$ cat config.mk
export PLATFORM = sky130hd
export DESIGN_NAME = wsp_div_cell
export DESIGN_NICKNAME = d
export VERILOG_FILES = /design/src/sv/assert_macros.svh /design/src/sv/wsp_pkg.sv /design/src/sv/wsp_div_cell.sv
export SDC_FILE = /design/constraint.sdc
export NUM_CORES = 1
export LEC_CHECK = 0
export BUFFER_PORTS_ARGS = -buffer_cell sky130_fd_sc_hd__buf_2
export CELL_PAD_IN_SITES_DETAIL_PLACEMENT = 0
export CELL_PAD_IN_SITES_GLOBAL_PLACEMENT = 1
export CORE_UTILIZATION = 25
export DETAILED_ROUTE_END_ITERATION = 10
export PLACE_DENSITY_LB_ADDON = 0.05
export SLEW_MARGIN = 40
export SYNTH_ARGS = -nofsm -noshare
export SYNTH_HDL_FRONTEND = slang
export SYNTH_SLANG_ARGS = --single-unit
$ cat constraint.sdc
create_clock -name clk -period 1.15 [get_ports clk]
set_input_delay 0.0575 -clock clk [delete_from_list [all_inputs] [get_ports clk]]
set_output_delay 0.0575 -clock clk [all_outputs]
set_load 0.02 [all_outputs]
$ cat src/sv/assert_macros.svh
// Assertion helper macros shared by the RTL.
// No dependencies.
`ifndef ASSERT_MACROS_SVH
`define ASSERT_MACROS_SVH

// Same-cycle implication, checked outside reset.
`define ASSERT_IMPL(lbl, clk, rstn, ante, cons, msg) \
    lbl: assert property (@(posedge clk) disable iff (!rstn) (ante) |-> (cons)) \
        else $error(msg);

// Next-cycle implication, checked outside reset.
`define ASSERT_NEXT(lbl, clk, rstn, ante, cons, msg) \
    lbl: assert property (@(posedge clk) disable iff (!rstn) (ante) |=> (cons)) \
        else $error(msg);

`endif

$ cat src/sv/wsp_pkg.sv
// Shared constants, types and the divider step for the projection block.
// No dependencies.
`default_nettype none

package wsp_pkg;

    localparam int COORD_FRAC_DEF = 16;
    localparam int MAT_FRAC       = 13;
    localparam int COORD_W        = 32;
    localparam int ENTRY_W        = 16;
    localparam int ROW_W          = 48;
    localparam int PROD_W         = ENTRY_W + COORD_W;
    localparam int DOT_W          = 52;
    localparam int SIZE_W         = 14;
    localparam int P_W            = DOT_W + SIZE_W;
    localparam int QB             = 41;
    localparam int R_W            = 48;
    localparam int CFG_W          = 48;
    localparam int CFG_IDX_W      = 3;

    typedef enum logic [CFG_IDX_W-1:0] {
        CFG_RIGHT_ROW,
        CFG_UP_ROW,
        CFG_DEPTH_ROW,
        CFG_RIGHT_OFS,
        CFG_UP_OFS,
        CFG_DEPTH_OFS,
        CFG_SCREEN_W,
        CFG_SCREEN_H
    } cfg_idx_t;

    // One lane of the long division in flight.
    typedef struct packed {
        logic [DOT_W-1:0] rem;
        logic [QB-1:0]    lo;
        logic [QB-1:0]    quo;
        logic             ovf;
        logic             neg;
    } div_lane_t;

    // Per-point data that rides alongside both lanes.
    typedef struct packed {
        logic             behind;
        logic [DOT_W-1:0] den;
    } div_side_t;

    // One restoring-division step: bring in the next dividend bit.
    function automatic div_lane_t div_step(div_lane_t a, logic [DOT_W-1:0] den);
        div_lane_t        r;
        logic [DOT_W+1:0] diff;
        diff = {1'b0, a.rem, a.lo[QB-1]} - {2'b00, den};
        r = a;
        r.lo = {a.lo[QB-2:0], 1'b0};
        if (!diff[DOT_W+1])
        begin
            r.rem = diff[DOT_W-1:0];
            r.quo = {a.quo[QB-2:0], 1'b1};
        end
        else
        begin
            r.rem = {a.rem[DOT_W-2:0], a.lo[QB-1]};
            r.quo = {a.quo[QB-2:0], 1'b0};
        end
        return r;
    endfunction

endpackage

`default_nettype wire

$ cat src/sv/wsp_div_cell.sv
// One cell of the divider chain: a quotient bit for both lanes per cycle while en is high.
// Depends on wsp_pkg.
`default_nettype none

module wsp_div_cell
    import wsp_pkg::*;
(
    input  wire logic      clk,
    input  wire logic      rst_n,
    input  wire logic      en,
    input  wire logic      vld_in,
    input  wire div_lane_t x_in,
    input  wire div_lane_t y_in,
    input  wire div_side_t side_in,
    output logic           vld_out,
    output div_lane_t      x_out,
    output div_lane_t      y_out,
    output div_side_t      side_out
);

    logic      vld_reg;
    div_lane_t x_reg;
    div_lane_t y_reg;
    div_side_t side_reg;

    always_ff @(posedge clk or negedge rst_n)
    begin
        if (!rst_n)
            vld_reg <= 1'b0;
        else if (en)
            vld_reg <= vld_in;
    end

    always_ff @(posedge clk)
    begin
        if (en)
        begin
            x_reg    <= div_step(x_in, side_in.den);
            y_reg    <= div_step(y_in, side_in.den);
            side_reg <= side_in;
        end
    end

    assign vld_out  = vld_reg;
    assign x_out    = x_reg;
    assign y_out    = y_reg;
    assign side_out = side_reg;

endmodule

`default_nettype wire

### After elaboration in Yosys (flattened, before gate mapping)

Cells that the tools add are included.

| word-level totals | value |
|---|---|
| register bits after elaboration | 324 |
| latch bits | 0 |
| memory bits (writable) | 0 |
| ROM bits | 0 |
| input bits | 329 |
| output and inout port bits | 326 |
| logic and storage cells | 19 |
| memories kept | 0 |

| operators by class | value |
|---|---|
| $add $sub $neg | 2 |
| multiply operators | 0 |
| divide/modulo/power cells | 0 |
| magnitude comparators | 0 |
| equal/unequal tests | 0 |
| shift-type cells | 0 |
| muxes and demuxes | 4 |
| bitwise gates (word level) | 0 |
| reductions and logical operators | 0 |

Operator list:

| operator | count |
|---|---|
| $sub 53x52->54 | 2 |
| $mux 52 | 2 |
| $mux 1 | 2 |

### Depth between registers and ports, before layout

Gate-level depths: netlist (run 1).

| depth | value |
|---|---|
| depth after elaboration | 2 |
| mapped depth | 16 |
| mapped depth without buffers | 14 |

### Worst setup path after synthesis (run 1)

No wires, ideal clock.

| timing | value |
|---|---|
| path type | input to register |
| from | in x_in[83] in the netlist's numbering |
| to | reg x_reg (netlist bit x_out[128]), data pin |
| arrival | 2,655 ps |
| data required time | 890 ps |
| setup slack | -1,765 ps |
| stages on the path | 14 |
| path buffers | 0 |
| path through | inv_1 -> ha_1 -> fa_1 -> nor2b_1 -> o2111ai_1 -> nand3b_1 -> a31oi_2 -> o31ai_2 -> o211ai_1 -> o31ai_1 -> nand3_1 -> o21ai_0 -> xor2_1 -> mux2_2 |

| between the ends | value |
|---|---|
| cells in the longest elaborated chain, start to end | 2 |

RTL lines:

| what | line | text |
|---|---|---|
| from (decl) | wsp_div_cell.sv:12 | `input wire div_lane_t x_in,` |
| $sub 53x52->54 | wsp_pkg.sv:51 | `diff = {1'b0, a.rem, a.lo[QB-1]} - {2'b00, den};` |
| $mux 52 | wsp_pkg.sv:54 | `if (!diff[DOT_W+1])` |
| to (signal assigned) | wsp_div_cell.sv:38 | `x_reg <= div_step(x_in, side_in.den);` |
| to (decl) | wsp_div_cell.sv:22 | `div_lane_t x_reg;` |

Every way passes these cells.
A chain may end at the register's enable or synchronous reset.

### Final worst setup path (run 1)

| timing | value |
|---|---|
| from | in side_in[21] in the netlist's numbering |
| to | reg y_reg (netlist bit y_out[135]), data pin |

| between the ends | value |
|---|---|
| cells in the longest elaborated chain, start to end | 2 |

RTL lines:

| what | line | text |
|---|---|---|
| from (decl) | wsp_div_cell.sv:14 | `input wire div_side_t side_in,` |
| $sub 53x52->54 | wsp_pkg.sv:51 |  |
| $mux 52 | wsp_pkg.sv:54 |  |
| to (signal assigned) | wsp_div_cell.sv:39 | `y_reg <= div_step(y_in, side_in.den);` |
| to (decl) | wsp_div_cell.sv:23 | `div_lane_t y_reg;` |

Every way passes these cells.

==> key figures, run 1 <==
Run status
  – Outcome: finished with violations
  – Failing checks: hold timing, setup timing

CTS
  – Cts hold-fix bufs: between 300 and 400
  – Clk buf depth: 3
  – TritonCTS clock tree: yes
  – H-Tree Depth: 2
  – Clock buffer count from CTS: 41
  – Clock-pin slew on the worst setup and hold paths: ~50 ps
  – Root buffer cell: clkbuf_16
  – Later-pin clock latency in the skew report: between 500 and 600 ps
  – Clk sinks: 324

Logic synthesis
  – Synth Flop Type: edfxtp_1
  – Ys Warns: 0
  – Syn_area_per_cell: about 12 sq um
  – Synthesis-stage register bit count: between 300 and 400
  – Post-synth EDFFs: between 300 and 400
  – Mapped Area: ~17000 sq um
  – Asr flop ratio synth: 0.00309
  – Sequential share of the synthesized area: 0.587
  – Cell variety after synth: 70
  – Synth Instances: about 1400

STA
  – Final WS setup: -1490 ps
  – Slew Limit Fails: 0
  – Fin Clk Skew: 0 ps
  – Final setup vio count: 246
  – FMAX: between 300 and 400 MHz
  – Fin crit share: 2.30
  – Crit path time final: roughly 2600 ps
  – Count of final hold-check violations: 1
  – Setup_tns: -138010 ps
  – RSZ-0062 raised after global routing: yes
  – Hold_ws: -188 ps

Cells and area
  – Final Util: 0.512
  – Layout cell share with drive strength beyond 1: 0.527
  – Nets: roughly 3300
  – Area growth syn-to-layout: 101%
  – Final instance area: 33200 sq um

Drt
  – Detailed Route WL: roughly 80000 um
  – Vias per cell: 4.49
  – Drt wl/cell: ~21 um
  – Via count: roughly 17000
  – DRT Pass-1 Iters: 5
  – Number of remaining DRC errors: 0
  – Remaining antenna violation count: 0
  – Iter 0 DRT Violations: 803

Floorplan
  – Starting density of the core: 0.255
  – Die Span Y: about 260 um
  – Die ar.: 67300 sq um
  – Die Width: roughly 260 um
  – I/O pins: approximately 660
  – Core area: around 65000 sq um
  – Num rows: 93

Pwr
  – VDD IR max: approximately 1.0 mV
  – Pleak: 14.4 nW
  – Overall power: 43.2 mW
  – Power Dens Cells: 1300 nW/um^2

GRT
  – Largest net degree at the start of global routing: 46
  – All-layer global routing usage: 0.225
  – Gr ovfl total: 0
  – Antenna violations before repair: 20
  – First-pass GRT wire length: ~110000 um
  – Number of global-route vias before repair: approximately 17000

Critical path
  – Crit-path max FO: 3
  – CP startpoint kind: primary input
  – Arrival @ worst endpoint: around 3000 ps
  – Worst Path Required: roughly 1500 ps
  – Reg2Reg Launch Point: vld_out
  – CP startpoint: side_in[21]
  – Kind of critical path: primary input to flop
  – Endpoint class of the critical path: flop

Worst hold path
  – Hold WC Path Type: primary input to flop
  – Hold Startpoint: x_in[83]

Placed design
  – GPL Wtd Cong: around 0.91
  – Post-DP Area: roughly 25000 sq um
  – HPWL after DPL: about 60000 um
  – IO buf count: 650

Flow run
  – Max_cap viols: 0
==> cells in the final DEF, fill, tap and decap left out, types with 11 or more instances in the layout <==
cell type / netlist / final
o21ai_1: 24 / 39
xor2_1: 35 / 35
a21oi_1: 109 / 81
o21bai_1: 16 / 16
xnor2_1: 58 / 55
nand2_2: 0 / 35
buf_4: 2 / 426
clkbuf_16: 0 / 45
o21ai_0: 134 / 31
dlygate4sd3_1: 0 / 326
nand2_4: 0 / 19
buf_2: 20 / 372
o21ai_2: 0 / 79
a21o_1: 44 / 44
nand3_1: 21 / 17
nand4_1: 22 / 22
ha_1: 104 / 59
nand2_1: 172 / 117
inv_1: 79 / 51
edfxtp_1: 323 / 323
nor2_1: 39 / 35
nand2b_1: 14 / 13
buf_8: 0 / 14
ha_4: 0 / 43
o21a_1: 11 / 11
buf_12: 0 / 26
a21oi_2: 1 / 26
buf_6: 1 / 293
==> area by class of cell <==
cell class                      instances  area [sq um]
Timing Repair Buffer                 1466         12600
Inverter                               79           384
Clock inverter                         22           255
Sequential cell                       324          9720
Multi-Input combinational cell        950          8130
Clock buffer                           51          1060
Antenna cell                            9          22.5
Fill cell                            5923         31700
Tap cell                              855          1070
==> routing by layer <==
metal,vias to the layer above,track usage,share of wire
met5,-,0,0.0012
met2,459,0.397,0.50
met4,14,0.0632,0.028
met3,124,0.0546,0.061
met1,8080,0.271,0.41
li1,8177,-,-
==> cells by family after synthesis <==
group           synth area share
compound gates             0.156
flops                      0.587
simple gates              0.0898
buf+inv                   0.0328
fa+ha+maj                 0.0810
xor+xnor                  0.0492
mux                      0.00332
other cells             0.000226
==> cells in the mapped netlist, types with 4 or more instances <==
cell,instances,share of area
buf_2,20,0.0060
o2111ai_1,6,0.0032
o211ai_1,7,0.0032
o21ai_1,24,0.0073
a21boi_0,6,0.0027
and2_1,8,0.0030
o21bai_1,16,0.0073
xnor2_1,58,0.031
and3_1,5,0.0019
o221ai_1,4,0.0021
xor2_1,35,0.019
nand3b_1,4,0.0018
a21oi_1,109,0.033
nor3_1,8,0.0024
nor2b_1,12,0.0045
o21a_1,11,0.0050
nand4_1,22,0.0083
a21o_1,44,0.020
a31oi_1,9,0.0034
o31ai_1,6,0.0027
ha_1,104,0.079
nand2_1,172,0.039
or3_1,4,0.0015
edfxtp_1,323,0.59
nand3_1,21,0.0063
mux2_2,4,0.0027
clkbuf_1,32,0.0073
nor2_1,39,0.0088
nand2b_1,14,0.0053
o21ai_0,134,0.041
or4_1,5,0.0023
inv_1,79,0.018
a211oi_1,6,0.0027
==> flip-flops by register name, indices dropped and copies added (netlist names) <==
signal / count
y_out: 135
x_out: 135
side_out: 53
vld_out: 1
==> power by group <==
part           internal [mW]  total [mW]  switching [mW]  leakage, nW
clock                   7.71        13.1            5.42        0.637
combinational           7.61        14.9            7.30         10.6
sequential              14.6        15.2           0.628         3.17
==> critical path, cell delays in order <==
cell and delay (ps):
buf_8 80, inv_4 30, buf_6 120, ha_4 260, nand4_1 130, or3_4 440
o31a_1 320, a21oi_2 200, o211ai_1 180, a21boi_2 230, o21ai_2 80, nor3b_4 160
buf_4 130, or4_4 410, o211a_1 130
==> per-stage QoR <==
stage	hold slack, ps	setup WS (ps)	cells
after floorplan	-238	-1610	1408
after global placement	-165	-2200	3282
after detailed placement	-163	-2210	3282
after CTS	-231	-1530	3735
after global routing	-201	-1600	3752
final	-188	-1490	3756
==> what timing repair did <==
| action | in CTS | in global routing |
|---|---|---|
| pin swaps | 96 | 95 |
| setup endpoints to repair | 427 | 429 |
| buffers inserted | 47 | 16 |
| resized for setup | 576 | 455 |
| cloned | 10 | 5 |
| endpoints found under the hold margin | 345 | 1 |
==> worst paths after layout <==
path,slack (ps),end,cells past startpoint
worst max-delay path,-1490,y_out[135],15
worst min-delay path,-190,x_out[84],3
worst max register to register,390,vld_out,1
worst min register to register,540,vld_out,1
max in group asynchronous,690,vld_out,3
min in group asynchronous,350,vld_out,3
Power figures use the tool's default switching activity.
==> run 2: changes to the inputs <==
--- a/config.mk
+++ b/config.mk
@@ -9,6 +9,7 @@
 export CELL_PAD_IN_SITES_DETAIL_PLACEMENT = 0
 export CELL_PAD_IN_SITES_GLOBAL_PLACEMENT = 1
 export CORE_UTILIZATION = 25
+export CTS_BUF_LIST = sky130_fd_sc_hd__clkbuf_16
 export DETAILED_ROUTE_END_ITERATION = 10
 export PLACE_DENSITY_LB_ADDON = 0.05
 export SLEW_MARGIN = 40
==> key figures, run 2 (same netlist as run 1, synthesis figures left out) <==
Run status
  – Outcome: finished with violations
  – Failing checks: hold timing, setup timing

GRT
  – Gr busiest metal: met2
  – Routing usage on met1: 0.271
  – First-pass GRT wire length: approximately 110000 um
  – Largest net degree at the start of global routing: 46
  – Met3 usage in global routing: 0.0548
  – Gr ovfl total: 0
  – Met2 usage: 0.396
  – Antenna violations before repair: 20
  – Number of global-route vias before repair: 17400
  – All-layer global routing usage: 0.225

Drt
  – Remaining antenna violation count: 0
  – Detailed Route WL: ~80000 um
  – Vias per cell: 4.48
  – Iter 0 DRT Violations: between 700 and 800
  – DRT Pass-1 Iters: 7
  – Drt wl/cell: 21.3 um
  – Number of remaining DRC errors: 0
  – Via count: 16800

Critical path
  – Worst r2r dst: vld_out
  – FF-to-FF setup slack: 390 ps
  – Slowest-stage cell, CP: or3_4
  – Critical-path cell list: buf_8 -> inv_4 -> buf_6 -> ha_4 -> nand4_1 -> or3_4 -> o31a_1 -> a21oi_2 -> o211ai_1 -> a21boi_2 -> o21ai_2 -> nor3b_4 -> buf_4 -> or4_4 -> o211a_1
  – Reg2Reg Launch Point: vld_out
  – Kind of critical path: primary input to flop
  – Arrival @ worst endpoint: 2950 ps
  – Crit-path max FO: 3
  – Worst Path Required: 1460 ps
  – FF-to-FF path depth: 1
  – CP startpoint kind: primary input
  – Endpoint class of the critical path: flop
  – CP startpoint: side_in[21]
  – Slowest stage delay, CP: ~440 ps
  – Crit path to: y_out[135]

CTS
  – Later-pin clock latency in the skew report: roughly 560 ps
  – Clk sinks: approximately 320
  – Cts hold-fix bufs: between 300 and 400
  – Clock buffer count from CTS: 41
  – Clk buf depth: 3
  – H-Tree Depth: 2
  – Clock-pin slew on the worst setup and hold paths: around 50 ps
  – TritonCTS clock tree: yes
  – Root buffer cell: clkbuf_16

Cells and area
  – Most common cell after layout, fill and taps aside: buf_4
  – Fillers: around 6000
  – Nets: between 3000 and 4000
  – Layout cell share with drive strength beyond 1: 0.526
  – Final Util: 0.512
  – Area growth syn-to-layout: 101%
  – Commonest non-fill, non-tap cells in the layout: buf_4, buf_2, dlygate4sd3_1

STA
  – Final setup vio count: 247
  – Fin crit share: 2.30
  – Count of final hold-check violations: 1
  – RSZ-0062 raised after global routing: yes
  – FMAX: 378 MHz
  – Final WS setup: -1490 ps
  – Hold_ws: -186 ps
  – Crit path time final: 2640 ps
  – Slew Limit Fails: 0
  – Fin Clk Skew: 0 ps

Flow run
  – Max_cap viols: 0

Placed design
  – IO buf count: between 600 and 700
  – HPWL after DPL: 60100 um
  – GPL Wtd Cong: about 0.91
  – Setup WS pre-CTS: -2210 ps

Floorplan
  – I/O pins: 655
  – Starting density of the core: 0.255
  – Die Span Y: between 200 and 300 um
  – Die Width: 259 um
  – Die ar.: approximately 67000 sq um
  – Num rows: a little over 90
  – Core area: 64900 sq um

Pwr
  – Power Dens Cells: approximately 1300 nW/um^2
  – Pleak: 14.4 nW
  – VDD IR max: just over 1 mV

Worst hold path
  – Hold WC Path Type: primary input to flop
## run 2: cell type report
cell class	count	area, sq um	area share
repair buffers	1466	12600	0.379
inverters	79	384	0.0116
well taps	855	1070	0.0322
multi-input cells	950	8130	0.245
flip-flops and latches	324	9720	0.293
clock buffers	41	1030	0.0309
clock inverters	32	293	0.00881
diodes	9	22.5	0.000678
## run 2: worst min-delay path by stage
stage	from	to	slack, ps	cells past startpoint
floorplan	rst_n	vld_out	-240	0
finish	x_in[83]	x_out[84]	-190	3
CTS	x_in[83]	x_out[84]	-230	3
global placement	rst_n	vld_out	-160	1
global route	x_in[83]	x_out[84]	-200	3
detailed placement	rst_n	vld_out	-160	1
## run 2: stage by stage
stage / cell area [sq um] / setup TNS [ps] / instances / power (mW)
2_1_floorplan: 17200 / -141590 / 1408 / 20.5
3_3_place_gp: 24500 / -216810 / 3282 / 26.0
3_5_place_dp: 24500 / -220780 / 3282 / 26.0
4_1_cts: 31700 / -151710 / 3735 / 42.4
5_1_grt: 33200 / -161850 / 3752 / 45.0
6_report: 33200 / -138030 / 3756 / 43.2
## run 2: routing by layer
layer,part of all wire,routed length [um]
met1,0.41,32600
met2,0.50,40200
met3,0.060,4800
met4,0.029,2310
met5,0.0013,103
## run 2: power by group
| part | switching, mW | leakage, nW | total (mW) | internal, mW |
|---|---|---|---|---|
| clock | 5.42 | 0.679 | 13.0 | 7.63 |
| sequential | 0.628 | 3.17 | 15.2 | 14.6 |
| combinational | 7.30 | 10.6 | 14.9 | 7.60 |
## run 2: timing repair
action / CTS / global route
setup endpoints to repair: 427 / 429
gates resized for setup: 575 / 455
pin swaps: 96 / 93
gates cloned: 10 / 5
endpoints found under the hold margin: 345 / 1
buffers inserted: 47 / 16
## run 2: worst max-delay path: cells and delay by family
kind	cells	cell delay, ps
buffers and inverters	4	360
and+or+nand+nor	4	1140
adders and majority gates	1	260
AOI/OAI and AO/OA	6	1140
